**src/sv/bod_pkg.sv**
```systemverilog
`timescale 1ns / 1ps
package bod_pkg;

    localparam int PIXEL_W     = 8;
    localparam int CFG_ORDER_W = 3;
    localparam int CFG_WIDTH_W = 13;
    localparam int CFG_DATA_W  = CFG_WIDTH_W;
    localparam int CFG_IDX_W   = 1;

    // register indexes on the configuration port
    localparam logic [CFG_IDX_W-1:0] CFG_MATRIX_ORDER = 1'b0;
    localparam logic [CFG_IDX_W-1:0] CFG_LINE_WIDTH   = 1'b1;

    localparam logic [CFG_ORDER_W-1:0] ORDER_RESET = 3'd3;
    localparam logic [CFG_WIDTH_W-1:0] WIDTH_RESET = 13'd1280;

    localparam logic [PIXEL_W-1:0] PIXEL_BLACK = 8'd0;
    localparam logic [PIXEL_W-1:0] PIXEL_WHITE = 8'd255;

    // quadrant code of one recursion level: tl 1, tr 2, bl 3, br 0
    function automatic logic [1:0] quadrant_code(input logic row_bit, input logic col_bit);
        logic [1:0] q;
        unique case ({row_bit, col_bit})
            2'b00:   q = 2'd1;
            2'b01:   q = 2'd2;
            2'b10:   q = 2'd3;
            default: q = 2'd0;
        endcase
        return q;
    endfunction

endpackage

```
**src/sv/bayer_ordered_dither_unit.sv**
```systemverilog
`timescale 1ns / 1ps
// channel   direction  handshake          payload
// pixels    in         push / full        i_pixel_in, i_frame_start
// results   out        pop / empty        o_pixel_out
// config    in         i_cfg_we           i_cfg_idx, i_cfg_data
//
// one item per cycle unless full; an item passes the queue, then the output register
// the position counters and index logic sit in front of a four-entry queue,
// the threshold compare and output register behind it
// reset (synchronous, active low) clears position, queue and output valid, and
// loads order 3 and line width 1280
// a withheld pop stalls the output register; the queue absorbs the front until full
module bayer_ordered_dither_unit
    import bod_pkg::*;
#(
    parameter int MAX_LINE_WIDTH = 4096,
    parameter int MAX_ORDER      = 5
) (
    input  logic                  i_clk,
    input  logic                  i_rst_n,
    input  logic                  i_cfg_we,
    input  logic [CFG_IDX_W-1:0]  i_cfg_idx,
    input  logic [CFG_DATA_W-1:0] i_cfg_data,
    input  logic                  push,
    output logic                  full,
    input  logic [PIXEL_W-1:0]    i_pixel_in,
    input  logic                  i_frame_start,
    output logic                  empty,
    input  logic                  pop,
    output logic [PIXEL_W-1:0]    o_pixel_out
);

    localparam int OW         = $clog2(MAX_ORDER + 1);
    localparam int IW         = 2 * MAX_ORDER;
    localparam int QW         = PIXEL_W + IW + OW;
    localparam int QUEUE_DEPTH = 4;

    // front side
    logic               front_wr;
    logic [PIXEL_W-1:0] front_pixel;
    logic [IW-1:0]      front_index;
    logic [OW-1:0]      front_order;

    // queue side
    logic [QW-1:0]      q_wr_data, q_rd_data;
    logic               q_empty;
    logic               back_take;

    bod_front #(
        .MAX_LINE_WIDTH (MAX_LINE_WIDTH),
        .MAX_ORDER      (MAX_ORDER),
        .OW             (OW),
        .IW             (IW)
    ) u_front (
        .i_clk         (i_clk),
        .i_rst_n       (i_rst_n),
        .i_cfg_we      (i_cfg_we),
        .i_cfg_idx     (i_cfg_idx),
        .i_cfg_data    (i_cfg_data),
        .i_push        (push),
        .i_full        (full),
        .i_pixel_in    (i_pixel_in),
        .i_frame_start (i_frame_start),
        .o_wr          (front_wr),
        .o_pixel       (front_pixel),
        .o_index       (front_index),
        .o_order       (front_order)
    );

    assign q_wr_data = {front_pixel, front_index, front_order};

    bod_fifo #(
        .WIDTH (QW),
        .DEPTH (QUEUE_DEPTH)
    ) u_queue (
        .i_clk   (i_clk),
        .i_rst_n (i_rst_n),
        .i_push  (front_wr),
        .i_data  (q_wr_data),
        .o_full  (full),
        .i_pop   (back_take),
        .o_data  (q_rd_data),
        .o_empty (q_empty)
    );

    bod_back #(
        .MAX_ORDER (MAX_ORDER),
        .OW        (OW),
        .IW        (IW)
    ) u_back (
        .i_clk       (i_clk),
        .i_rst_n     (i_rst_n),
        .i_valid     (!q_empty),
        .i_pixel     (q_rd_data[QW-1 -: PIXEL_W]),
        .i_index     (q_rd_data[OW +: IW]),
        .i_order     (q_rd_data[OW-1:0]),
        .o_take      (back_take),
        .i_pop       (pop),
        .o_empty     (empty),
        .o_pixel_out (o_pixel_out)
    );

endmodule

```
**src/sv/bod_fifo.sv**
```systemverilog
`timescale 1ns / 1ps
module bod_fifo #(
    parameter int WIDTH = 8,
    parameter int DEPTH = 4
) (
    input  logic             i_clk,
    input  logic             i_rst_n,
    input  logic             i_push,
    input  logic [WIDTH-1:0] i_data,
    output logic             o_full,
    input  logic             i_pop,
    output logic [WIDTH-1:0] o_data,
    output logic             o_empty
);

    localparam int AW = (DEPTH > 1) ? $clog2(DEPTH) : 1;

    logic [WIDTH-1:0] r_mem [DEPTH];
    logic [AW-1:0]    r_wr_ptr, n_wr_ptr;
    logic [AW-1:0]    r_rd_ptr, n_rd_ptr;
    logic [AW:0]      r_count,  n_count;
    logic             do_push, do_pop;

    assign o_full  = (r_count == (AW+1)'(DEPTH));
    assign o_empty = (r_count == '0);
    assign do_push = i_push && !o_full;
    assign do_pop  = i_pop && !o_empty;
    assign o_data  = r_mem[r_rd_ptr];

    always_comb begin
        n_wr_ptr = r_wr_ptr;
        n_rd_ptr = r_rd_ptr;
        n_count  = r_count;
        if (do_push) begin
            n_wr_ptr = (r_wr_ptr == AW'(DEPTH - 1)) ? '0 : r_wr_ptr + 1'b1;
        end
        if (do_pop) begin
            n_rd_ptr = (r_rd_ptr == AW'(DEPTH - 1)) ? '0 : r_rd_ptr + 1'b1;
        end
        if (do_push && !do_pop) begin
            n_count = r_count + 1'b1;
        end else if (do_pop && !do_push) begin
            n_count = r_count - 1'b1;
        end
    end

    always_ff @(posedge i_clk) begin
        if (!i_rst_n) begin
            r_wr_ptr <= '0;
            r_rd_ptr <= '0;
            r_count  <= '0;
        end else begin
            r_wr_ptr <= n_wr_ptr;
            r_rd_ptr <= n_rd_ptr;
            r_count  <= n_count;
        end
    end

    always_ff @(posedge i_clk) begin
        if (do_push) begin
            r_mem[r_wr_ptr] <= i_data;
        end
    end

endmodule

```
**src/sv/bod_front.sv**
```systemverilog
`timescale 1ns / 1ps
module bod_front
    import bod_pkg::*;
#(
    parameter int MAX_LINE_WIDTH = 4096,
    parameter int MAX_ORDER      = 5,
    parameter int OW             = $clog2(MAX_ORDER + 1),
    parameter int IW             = 2 * MAX_ORDER
) (
    input  logic                   i_clk,
    input  logic                   i_rst_n,
    input  logic                   i_cfg_we,
    input  logic [CFG_IDX_W-1:0]   i_cfg_idx,
    input  logic [CFG_DATA_W-1:0]  i_cfg_data,
    input  logic                   i_push,
    input  logic                   i_full,
    input  logic [PIXEL_W-1:0]     i_pixel_in,
    input  logic                   i_frame_start,
    output logic                   o_wr,
    output logic [PIXEL_W-1:0]     o_pixel,
    output logic [IW-1:0]          o_index,
    output logic [OW-1:0]          o_order
);

    localparam int CW = $clog2(MAX_LINE_WIDTH);
    localparam int WW = CW + 1;
    localparam int RW = MAX_ORDER;
    localparam int XW = (CW > MAX_ORDER) ? CW : MAX_ORDER;

    logic [CFG_ORDER_W-1:0] r_cfg_order;
    logic [CFG_WIDTH_W-1:0] r_cfg_width;
    logic [CW-1:0]          r_col, n_col;
    logic [RW-1:0]          r_row, n_row;

    logic [OW-1:0]          eff_order;
    logic [WW-1:0]          eff_width;
    logic [CW-1:0]          cur_col;
    logic [RW-1:0]          cur_row;
    logic [XW-1:0]          col_x;
    logic [IW-1:0]          idx_full;
    logic [OW:0]            drop_levels;
    logic                   accept;

    assign accept = i_push && !i_full;

    // clamp the registers to their meaningful ranges
    always_comb begin
        if (r_cfg_order == '0) begin
            eff_order = OW'(1);
        end else if (32'(r_cfg_order) > MAX_ORDER) begin
            eff_order = OW'(MAX_ORDER);
        end else begin
            eff_order = OW'(r_cfg_order);
        end
        if (r_cfg_width == '0) begin
            eff_width = WW'(1);
        end else if (32'(r_cfg_width) > MAX_LINE_WIDTH) begin
            eff_width = WW'(MAX_LINE_WIDTH);
        end else begin
            eff_width = WW'(r_cfg_width);
        end
    end

    assign cur_col = i_frame_start ? '0 : r_col;
    assign cur_row = i_frame_start ? '0 : r_row;
    assign col_x   = XW'(cur_col);

    // full-depth index, then drop the levels beyond the configured order
    always_comb begin
        idx_full = '0;
        for (int b = 0; b < MAX_ORDER; b++) begin
            idx_full[2*(MAX_ORDER-1-b) +: 2] = quadrant_code(cur_row[b], col_x[b]);
        end
    end

    assign drop_levels = (OW+1)'(MAX_ORDER) - (OW+1)'(eff_order);

    assign o_wr    = accept;
    assign o_pixel = i_pixel_in;
    assign o_index = idx_full >> {drop_levels, 1'b0};
    assign o_order = eff_order;

    always_comb begin
        n_col = r_col;
        n_row = r_row;
        if (accept) begin
            if ((WW'(cur_col) + 1'b1) >= eff_width) begin
                n_col = '0;
                n_row = cur_row + 1'b1;
            end else begin
                n_col = cur_col + 1'b1;
                n_row = cur_row;
            end
        end
    end

    always_ff @(posedge i_clk) begin
        if (!i_rst_n) begin
            r_cfg_order <= ORDER_RESET;
            r_cfg_width <= WIDTH_RESET;
            r_col       <= '0;
            r_row       <= '0;
        end else begin
            if (i_cfg_we) begin
                unique case (i_cfg_idx)
                    CFG_MATRIX_ORDER: r_cfg_order <= i_cfg_data[CFG_ORDER_W-1:0];
                    CFG_LINE_WIDTH:   r_cfg_width <= i_cfg_data[CFG_WIDTH_W-1:0];
                    default:          ;
                endcase
            end
            r_col <= n_col;
            r_row <= n_row;
        end
    end

endmodule

```
**src/sv/bod_back.sv**
```systemverilog
`timescale 1ns / 1ps
module bod_back
    import bod_pkg::*;
#(
    parameter int MAX_ORDER = 5,
    parameter int OW        = $clog2(MAX_ORDER + 1),
    parameter int IW        = 2 * MAX_ORDER
) (
    input  logic               i_clk,
    input  logic               i_rst_n,
    input  logic               i_valid,
    input  logic [PIXEL_W-1:0] i_pixel,
    input  logic [IW-1:0]      i_index,
    input  logic [OW-1:0]      i_order,
    output logic               o_take,
    input  logic               i_pop,
    output logic               o_empty,
    output logic [PIXEL_W-1:0] o_pixel_out
);

    localparam int LW = PIXEL_W + IW + 1;

    logic               r_valid, n_valid;
    logic [PIXEL_W-1:0] r_pixel;
    logic [LW-1:0]      lhs, rhs, odd_x;
    logic               black;

    // 2*f*n^2 against (2*idx+1)*255
    assign lhs   = LW'(i_pixel) << {i_order, 1'b1};
    assign odd_x = LW'({i_index, 1'b1});
    assign rhs   = (odd_x << PIXEL_W) - odd_x;
    assign black = (lhs <= rhs);

    assign o_take      = i_valid && (!r_valid || i_pop);
    assign o_empty     = !r_valid;
    assign o_pixel_out = r_pixel;

    always_comb begin
        n_valid = r_valid;
        if (o_take) begin
            n_valid = 1'b1;
        end else if (i_pop) begin
            n_valid = 1'b0;
        end
    end

    always_ff @(posedge i_clk) begin
        if (!i_rst_n) begin
            r_valid <= 1'b0;
        end else begin
            r_valid <= n_valid;
        end
    end

    always_ff @(posedge i_clk) begin
        if (o_take) begin
            r_pixel <= black ? PIXEL_BLACK : PIXEL_WHITE;
        end
    end

endmodule

```
**config.mk**
```make
export PLATFORM = sky130hd
export DESIGN_NAME = bayer_ordered_dither_unit
export DESIGN_NICKNAME = d
export VERILOG_FILES = /design/src/sv/bod_pkg.sv /design/src/sv/bayer_ordered_dither_unit.sv /design/src/sv/bod_fifo.sv /design/src/sv/bod_front.sv /design/src/sv/bod_back.sv
export SDC_FILE = /design/constraint.sdc
export NUM_CORES = 1
export LEC_CHECK = 0
export BUFFER_PORTS_ARGS = -buffer_cell sky130_fd_sc_hd__buf_2
export CAP_MARGIN = 5
export CELL_PAD_IN_SITES_DETAIL_PLACEMENT = 1
export CELL_PAD_IN_SITES_GLOBAL_PLACEMENT = 2
export CORE_MARGIN = 2
export CORE_UTILIZATION = 43
export CTS_BUF_LIST = sky130_fd_sc_hd__clkbuf_8
export CTS_CLUSTER_DIAMETER = 150
export DETAILED_ROUTE_END_ITERATION = 8
export PLACE_DENSITY = 0.82
export SYNTH_ARGS = -nofsm -noshare
export SYNTH_HDL_FRONTEND = slang
export SYNTH_HIERARCHICAL = 1
export SYNTH_SLANG_ARGS = --single-unit
```
**constraint.sdc**
```tcl
create_clock -name i_clk -period 4 [get_ports i_clk]
set_input_delay 0.4 -clock i_clk [delete_from_list [all_inputs] [get_ports i_clk]]
set_output_delay 0.4 -clock i_clk [all_outputs]
set_load 0.02 [all_outputs]
```
* After elaboration in Yosys (flattened, before gate mapping)
Memory sizes are Yosys's and may differ from the RTL's. A register that Yosys moved wholly into a read port is not among the register bits.
Cells that the tools add are included.
** Word-level totals
- Word-level logic and storage cells :: 87
- Output and inout port bits :: 10
- Input port bits :: 28
- Latch bits :: 0
- Register bits :: 49
- RAM bits :: 84
- Memory bits (read-only) :: 0
- Memories :: 1
** Operators by class
- Divide/modulo/power cells :: 0
- Shift-type cells :: 2
- Magnitude comparators :: 4
- Reduce and logical (&&, ||, !) cells :: 24
- Add/sub/neg operators :: 9
- Multiplexer cells :: 24
- Multipliers :: 0
- Bitwise logic cells :: 1
- Equal/unequal tests :: 13
** Memories
- u_queue.r_mem :: depth 4, bits a word 21, rd ports 1, clocked after memory_dff 1, write ports 1, RTL line bod_fifo.sv:18 : logic [WIDTH-1:0] r_mem [DEPTH];
** Operator list (number)
- 2-bit case mux with 3 select lines :: 5
- 13-bit 2-to-1 mux :: 2
- 12-bit 2-to-1 mux :: 2
- 19-bit <= comparator :: 1
- 8-bit by 4-bit << shifter with 19-bit output :: 1
- 19-bit by 11-bit subtractor with 19-bit output :: 1
- 2-bit equality test (second input constant) :: 7
- 12-bit by 1-bit adder with 13-bit output (second input constant) :: 1
- 13-bit greater-or-equal comparator :: 1
- 13-bit > comparator (second input constant) :: 1
- 13-bit zero test :: 1
- 12-bit by 1-bit adder with 12-bit output (second input constant) :: 1
- 3-bit 2-to-1 mux :: 4
- 2-bit by 1-bit equality test with 1-bit output (second input constant) :: 5
- 2-bit zero test :: 5
- 5-bit 2-to-1 mux :: 2
- 10-bit by 5-bit right shift with 10-bit output :: 1
- 2-bit 2-to-1 mux :: 4
- 8-bit 2-to-1 mux :: 1
- 1-bit logical AND :: 6
- 3-bit zero test :: 2
- 5-bit by 1-bit adder with 5-bit output (second input constant) :: 1
- 1-bit zero test :: 5
- 2-bit by 1-bit adder with 2-bit output (second input constant) :: 2
- 10 further kinds :: 15

* Longest topological paths before layout
Gate-level depths: netlist of the first run.
- Word-level depth :: 8
- Depth in mapped cells :: 15
- Mapped depth without buffers :: 13

* Cells and area by module
Netlist of the first run, hierarchy kept.
** Modules (own cells, without submodules)
- bod_fifo :: cells each 160, instances 1, sequential area each 2702.6 µm², area each 3537.1 µm²
- bod_front :: cells each 320, instances 1, sequential area each 660.6 µm², area each 2444.8 µm²
- bod_back :: cells each 138, instances 1, sequential area each 50.0 µm², area each 1024.7 µm²
- bayer_ordered_dither_unit :: cells each 1, instances 1, sequential area each 0.0 µm², area each 3.8 µm²

* Worst setup path before layout of the first run
Ideal clock, no wire load.
- Path kind :: reg-to-reg
- Start point :: register (tool-made name)
- End point :: register u_back.r_pixel[6] (netlist: u_back/o_pixel_out[6]), data pin
- Buffers on the path :: 1
- Data arrival time :: 3.152 ns
- Clock period less this slack :: 3.310 ns
- Data required time :: 3.842 ns
- Cell stages (with the launch flop) :: 12
- Library setup time :: 0.158 ns
- Path slack :: 0.690 ns
- Path through :: dfxtp_1 -> buf_6 -> mux4_1 -> fa_1 -> inv_1 -> a21boi_4 -> nor2b_1 -> xnor2_1 -> ha_1 -> nand4_1 -> or4_1 -> o211ai_1
** RTL lines
- to (signal assigned) :: RTL line bod_back.sv:57 : r_pixel <= black ? PIXEL_BLACK : PIXEL_WHITE;
- to (decl) :: RTL line bod_back.sv:24 : logic [PIXEL_W-1:0] r_pixel;

==> results of run 1 <==
## sequential cells by signal, indices dropped and copies added, names as in the netlist, named ones only
| name | flops |
|---|---|
| u_queue/r_rd_ptr | 2 |
| u_back/r_valid | 1 |
| u_front/r_cfg_width | 13 |
| u_queue/r_mem | 84 |
| u_queue/r_wr_ptr | 2 |
| u_queue/r_count | 3 |
| u_front/r_col | 12 |
| u_back/o_pixel_out | 1 |
| u_front/r_row | 5 |
| u_front/r_cfg_order | 3 |
## worst reg2reg max path, delay by kind of cell (launching register included)
kind / cells / cell delay [ns]
muxes: 1 / 0.71
AOI/OAI and AO/OA: 2 / 0.38
buffers and inverters: 1 / 0.21
DFF: 1 / 0.36
and+or+nand+nor: 4 / 0.94
adders and majority gates: 2 / 0.62
xor gates and xnor gates: 1 / 0.17
## logic make-up (layout without fill, tap and decap cells)
group | after synthesis | count (layout) | synth area share, %
and+or+nand+nor | 222 | 222 | 15.6
DFF | 128 | 128 | 48.7
AOI/OAI and AO/OA | 96 | 96 | 9.89
buffers and inverters | 65 | 101 | 4.89
adders and majority gates | 43 | 43 | 7.89
muxes | 39 | 39 | 9.83
xor gates and xnor gates | 26 | 26 | 3.25
## cells in the final DEF (no fill, tap or decap), drive strengths merged, types with 3 or more instances in the layout
cell type,instances
buf,51
a211oi,6
clkbuf,17
o21ai,18
o41ai,5
mux2i,13
nand2b,10
clkinv,3
a21boi,21
mux4,21
o211ai,3
mux2,5
a21oi,21
inv,28
and2,11
o21a,3
and3,3
xnor2,12
nand4,13
nor4,4
nand3,23
xor2,14
nor2,32
ha,41
nor2b,17
nor3,9
dfxtp,43
edfxtp,85
nand2,86
## routing by layer
metal | track usage, % | wire length [um] | share of wire (%) | vias to the layer above
li1 | - | - | - | 2309
met1 | 21.2 | 6460 | 42 | 2372
met2 | 34.4 | 8230 | 53 | 70
met3 | 3.63 | 349 | 2.3 | 24
met4 | 7.97 | 406 | 2.6 | 0
met5 | 0 | 0 | 0 | -
## power by group through the flow
stage | combinational, mW | clock [mW] | sequential, mW
6_report | 1.95 | 1.11 | 1.67
5_1_grt | 2.18 | 1.19 | 1.69
4_1_cts | 1.97 | 1.14 | 1.67
3_5_place_dp | 1.96 | 0 | 1.70
3_3_place_gp | 1.85 | 0 | 1.69
2_1_floorplan | 1.49 | 0 | 1.68
## metrics by stage
stage	power, mW	hold slack (ns)
3_5_place_dp	3.66	0.478
2_1_floorplan	3.17	0.443
6_report	4.72	0.163
4_1_cts	4.78	0.128
3_3_place_gp	3.54	0.463
5_1_grt	5.06	0.139
## final cells by class
| cell class | count | share of cell area [%] |
|---|---|---|
| clock buffer | 17 | 3.04 |
| sequential | 128 | 44.3 |
| timing repair buffer | 51 | 3.93 |
| multi-input combinational | 426 | 42.2 |
| inverter | 18 | 0.877 |
| clock inverter | 15 | 2.13 |
| tap | 216 | 3.51 |
## worst paths after layout
check | start | depth (start not counted) | end | slack (ns)
setup reg to reg | flop | 11 | u_back/o_pixel_out[6]$_DFFE_PP_ | 0.44
hold / removal | i_cfg_data[10] | 3 | u_front/r_cfg_width[10]$_SDFFE_PN1P_ | 0.16
hold reg to reg | u_front/r_col[5]$_SDFFE_PN0P_ | 2 | u_front/r_col[5]$_SDFFE_PN0P_ | 0.49
setup / recovery | flop | 11 | u_back/o_pixel_out[6]$_DFFE_PP_ | 0.44
==> results.yml, run 1 <==
status:
  outcome: "finished, final reports clean"
synthesis:
  synth_commonest_cells: "86 x nand2_1, 85 x edfxtp_1, 43 x dfxtp_1, 41 x ha_1, 31 x nor2_1"
  synth_area_um2: 7010
  ys_seq_area_share_pct: 48.7
  synthFlopType: "edfxtp_1"
  yosysMostFrequentCell: "nand2_1"
  syn_nets: 690
  ys_warn_count: 6
  synth-edff-count: 85
  yosysTopAreaCellShare_pct: 36.4
  synthCells: 619
  synthArstFlopShare_pct: 0
  synth_area_per_cell_um2: 11.3
  ys_ff_latch: 128
  synthTopCellsByArea: "edfxtp_1 36%, dfxtp_1 12%, ha_1 7.3%"
  synth_top_area_cell: "edfxtp_1"
  synth_cell_types: 65
finish:
  regArea_um2: 3410
  finalNonFillerCells: 871
  drive_gt1_share_pct: 16.3
  insertedDiodeCount: 0
  layout.filler_cells: 1731
  multiInputGateArea_um2: 3250
  stdcell_area_um2: 7710
  syn_to_final_growth_pct: 9.92
  fin_nets: 713
  utilization_pct: 48.5
global_routing:
  grt_max_degree: 52
  grtUsageTotal_pct: 18.8
  grt_pass1_vias: 5184
  grt_pass1_wl_um: 25700
  antenna_found_initial: 0
  overflow: 0
floorplan:
  start_util_pct: 44.1
  rows: 46
  die_y_um: 132
  io_pins: 38
  core_area_um2: 15900
  fp.dieArea_um2: 17300
  die_w_um: 132
worst_setup_path:
  crit_arrival_ns: 3.85
  setup.worst_path.class: "reg -> reg"
  max_stage_delay_ns: 0.70
  cpMaxStageDelayCell: "mux4_1"
  path_common_cell: "ha_1"
  worstPathMaxFanout: 21
  worst_ep_required_time_ns: 4.29
  worstSetupStartpointType: "flop"
  path_buf_inv: 1
  crit_family: "simple AND/OR/NAND/NOR gates"
  endpoint_kind: "flop"
  path_cells: "buf_12, mux4_1, ha_1, nor2b_1, o21ai_1, nand3_1, xor2_1, ha_1, nand4_1, or4_1, o211ai_1"
place:
  dp_worst_setup_slack_ns: 0.457
  place_area_um2: 7310
  gp_congestion: 0.828
  dp.cells: 839
  portBuffers: 37
  place.detailed.hpwl_um: 11400
power:
  power.internal_mw: 2.92
  clockPowerShare_pct: 23.4
  p_sw_mw: 1.81
  seq_power_share_pct: 35.3
  leakagePower_nw: 2.85
  power.density_nw_per_um2: 613
  peakVddDrop_uv: 234
  power_frac_comb_pct: 41.3
  p_sw_share_pct: 38.2
timing:
  period_share_pct: 88.9
  setup-tns-final_ns: 0
  skew_ns: 0.0137
  min_period_ns: 3.56
  slew_viol_final: 0
  tightest_slew_ns: 0.836
  finalWorstSetupSlack_ns: 0.444
  setup_viol: 0
  finalHoldViolations: 0
  rsz0062_at_grt: "no"
  relSlewSlack_pct: 44.3
  clock.fmax_mhz: 281
clock_tree:
  clkTransAtPathRegs_ns: 0.08
  clkSinkCount: 128
  h-tree-depth: 4
  holdBufCountCts: 0
  clk_latency_ns: 0.45
  tritoncts.num_buffers: 17
  cts_setup_buffers: 0
  cts_max_path_buffers: 2
  post_cts_resized: 0
  root_buffer: "clkbuf_8"
  cts_tree: "built"
detailed_routing:
  drtIter0Drc: 208
  wl_um: 15400
  vias: 4775
  drc_errors: 0
  wl_per_cell_um: 17.7
  via_per_inst: 5.48
  drt_pre_antenna_iters: 4
  antenna_left: 0
worst_hold_path:
  min_path_type: "in -> reg"
flow_run:
  drv_cap: 0
No activity file was read; power rests on OpenSTA's default activity.
==> inputs of run 2 (changes only) <==
--- a/config.mk
+++ b/config.mk
@@ -15,6 +15,7 @@
 export CTS_CLUSTER_DIAMETER = 150
 export DETAILED_ROUTE_END_ITERATION = 8
 export PLACE_DENSITY = 0.82
+export REMOVE_ABC_BUFFERS = 1
 export SYNTH_ARGS = -nofsm -noshare
 export SYNTH_HDL_FRONTEND = slang
 export SYNTH_HIERARCHICAL = 1
==> run 2 against run 1 <==
Compared with the run above: cell count up 0.11%; die area unchanged; flip-flop and latch count unchanged; core utilization about the same; global-route usage up 0.73 points; non-clock buffer count up 1; via count up 0.67%; final area about the same; first-iteration DRC count down 13%; register-to-register slack worse by 0.06 ns; sequential share of layout area about the same; fmax down 1.6%; critical endpoint unchanged; highest routed layer unchanged.
==> results.yml, run 2 (same netlist as run 1, synthesis figures left out) <==
global_routing:
  use_met3_pct: 4.01
  overflow: 0
  met2_usage_pct: 36.5
  grt_pass1_vias: 5178
  grt_max_degree: 52
  grtUsageTotal_pct: 19.5
  antenna_found_initial: 0
  grt.busiest_layer: "met2"
  grt_pass1_wl_um: 26600
  met1_usage_pct: 22.0
finish:
  final_cell_mix: "86 x nand2_1, 85 x edfxtp_1, 43 x dfxtp_1, 41 x ha_1, 37 x buf_2"
  insertedDiodeCount: 0
  top_register: "u_queue/r_mem"
  multiInputGateArea_um2: 3250
  layout_commonest_cell: "nand2_1"
  fin_nets: 714
  syn_to_final_growth_pct: 9.82
  stdcell_area_um2: 7700
  reg_top3: "u_queue/r_mem (84), u_front/r_cfg_width (13), u_front/r_col (12)"
  regArea_um2: 3410
  layout.filler_cells: 1757
  largest_register_ffs: 84
  drive_gt1_share_pct: 16.3
detailed_routing:
  wl_um: 16000
  drt_pre_antenna_iters: 4
  antenna_left: 0
  via_per_inst: 5.51
  drc_errors: 0
  wl_per_cell_um: 18.4
  vias: 4807
  drtIter0Drc: 181
clock_tree:
  h-tree-depth: 4
  cts_setup_buffers: 0
  cts_max_path_buffers: 2
  clkTransAtPathRegs_ns: 0.08
  post_cts_resized: 0
  clkSinkCount: 128
  clk_latency_ns: 0.43
  holdBufCountCts: 0
  root_buffer: "clkbuf_8"
  tritoncts.num_buffers: 17
  cts_tree: "built"
timing:
  min_period_ns: 3.62
  setup-tns-final_ns: 0
  relSlewSlack_pct: 42.0
  period_share_pct: 90.4
  rsz0062_at_grt: "no"
  clock.fmax_mhz: 277
  tightest_slew_ns: 0.870
  setup_viol: 0
  skew_ns: 0.0110
  finalHoldViolations: 0
  slew_viol_final: 0
power:
  leakagePower_nw: 2.84
  power.density_nw_per_um2: 612
  peakVddDrop_uv: 238
worst_setup_path:
  crit_arrival_ns: 3.89
  r2r_cells: 11
  path_buf_inv: 2
  endpoint: "u_back/o_pixel_out[6]$_DFFE_PP_"
  crit_family: "simple AND/OR/NAND/NOR gates"
  ff2ff_setup_slack_ns: 0.38
  max_stage_delay_ns: 0.75
  path_cells: "buf_4, mux4_1, fa_1, inv_1, a21boi_4, nor2b_1, xnor2_1, ha_1, nand4_1, or4_1, o211ai_1"
  setup.worst_path.class: "reg -> reg"
  endpoint_kind: "flop"
  critical_path_depth: 11
  cpMaxStageDelayCell: "mux4_1"
  r2r-end: "u_back/o_pixel_out[6]$_DFFE_PP_"
  worst_ep_required_time_ns: 4.28
  worstPathMaxFanout: 15
  worstSetupStartpointType: "flop"
place:
  portBuffers: 37
  gp_congestion: 0.792
  place.detailed.hpwl_um: 11800
  place_area_um2: 7300
status:
  outcome: "finished, final reports clean"
floorplan:
  io_pins: 38
  die_y_um: 132
  die_w_um: 132
  rows: 46
  fp.dieArea_um2: 17300
  core_area_um2: 15900
  start_util_pct: 44.1
worst_hold_path:
  min_path_type: "in -> reg"
flow_run:
  drv_cap: 0
run 2: metal layers:
metal	up-vias	wire length [um]
met1	2429	6850
met2	42	8650
li1	2317	-
met5	-	0
met3	19	286
met4	0	265
run 2: layout make-up:
type | instances | share of cell area (%)
Clock inverter | 15 | 2.10
Clock buffer | 17 | 3.04
Multi-Input combinational cell | 426 | 42.3
Inverter | 18 | 0.878
Sequential cell | 128 | 44.3
Timing Repair Buffer | 52 | 3.87
Tap cell | 216 | 3.51
run 2: worst reg2reg max path: cells and delay by family (launching register included):
| family | cells | cell delay (ns) |
|---|---|---|
| buffers and inverters | 2 | 0.40 |
| flip-flops | 1 | 0.32 |
| XOR/XNOR | 1 | 0.12 |
| adder cells (fa/ha/maj) | 2 | 0.77 |
| multiplexers | 1 | 0.76 |
| AND/OR/NAND/NOR | 3 | 0.82 |
| AO/OA/AOI/OAI | 2 | 0.26 |
run 2: worst min path at each step:
stage	startpoint	to	depth (start not counted)	slack, ns
6_report	i_cfg_data[8]	u_front/r_cfg_width[8]$_SDFFE_PN1P_	3	0.17
5_1_grt	i_cfg_data[8]	u_front/r_cfg_width[8]$_SDFFE_PN1P_	3	0.14
4_1_cts	i_cfg_data[8]	u_front/r_cfg_width[8]$_SDFFE_PN1P_	3	0.14
3_5_place_dp	u_front/r_cfg_width[0]$_SDFFE_PN0P_	u_front/r_cfg_width[0]$_SDFFE_PN0P_	2	0.48
3_3_place_gp	u_front/r_col[5]$_SDFFE_PN0P_	u_front/r_col[5]$_SDFFE_PN0P_	2	0.47
2_1_floorplan	u_front/r_cfg_width[0]$_SDFFE_PN0P_	u_front/r_cfg_width[0]$_SDFFE_PN0P_	2	0.44
run 2: where the power goes:
part	internal, mW	switching, mW	total [mW]
registers	1.59	0.0850	1.67
logic	0.799	1.14	1.94
clock network	0.561	0.542	1.10
total	2.95	1.77	4.71
run 2: per-stage QoR:
step / power [mW] / hold WS (ns) / utilization [%] / std cells / setup slack [ns]
detailed placement: 3.65 / 0.475 / 46.0 / 840 / 0.378
CTS: 4.77 / 0.145 / 48.5 / 872 / 0.358
floorplan: 3.06 / 0.443 / - / 572 / 0.182
global placement: 3.53 / 0.467 / 46.0 / 840 / 0.529
finish: 4.71 / 0.172 / 48.5 / 872 / 0.385
global route: 5.05 / 0.142 / 48.5 / 872 / 0.199
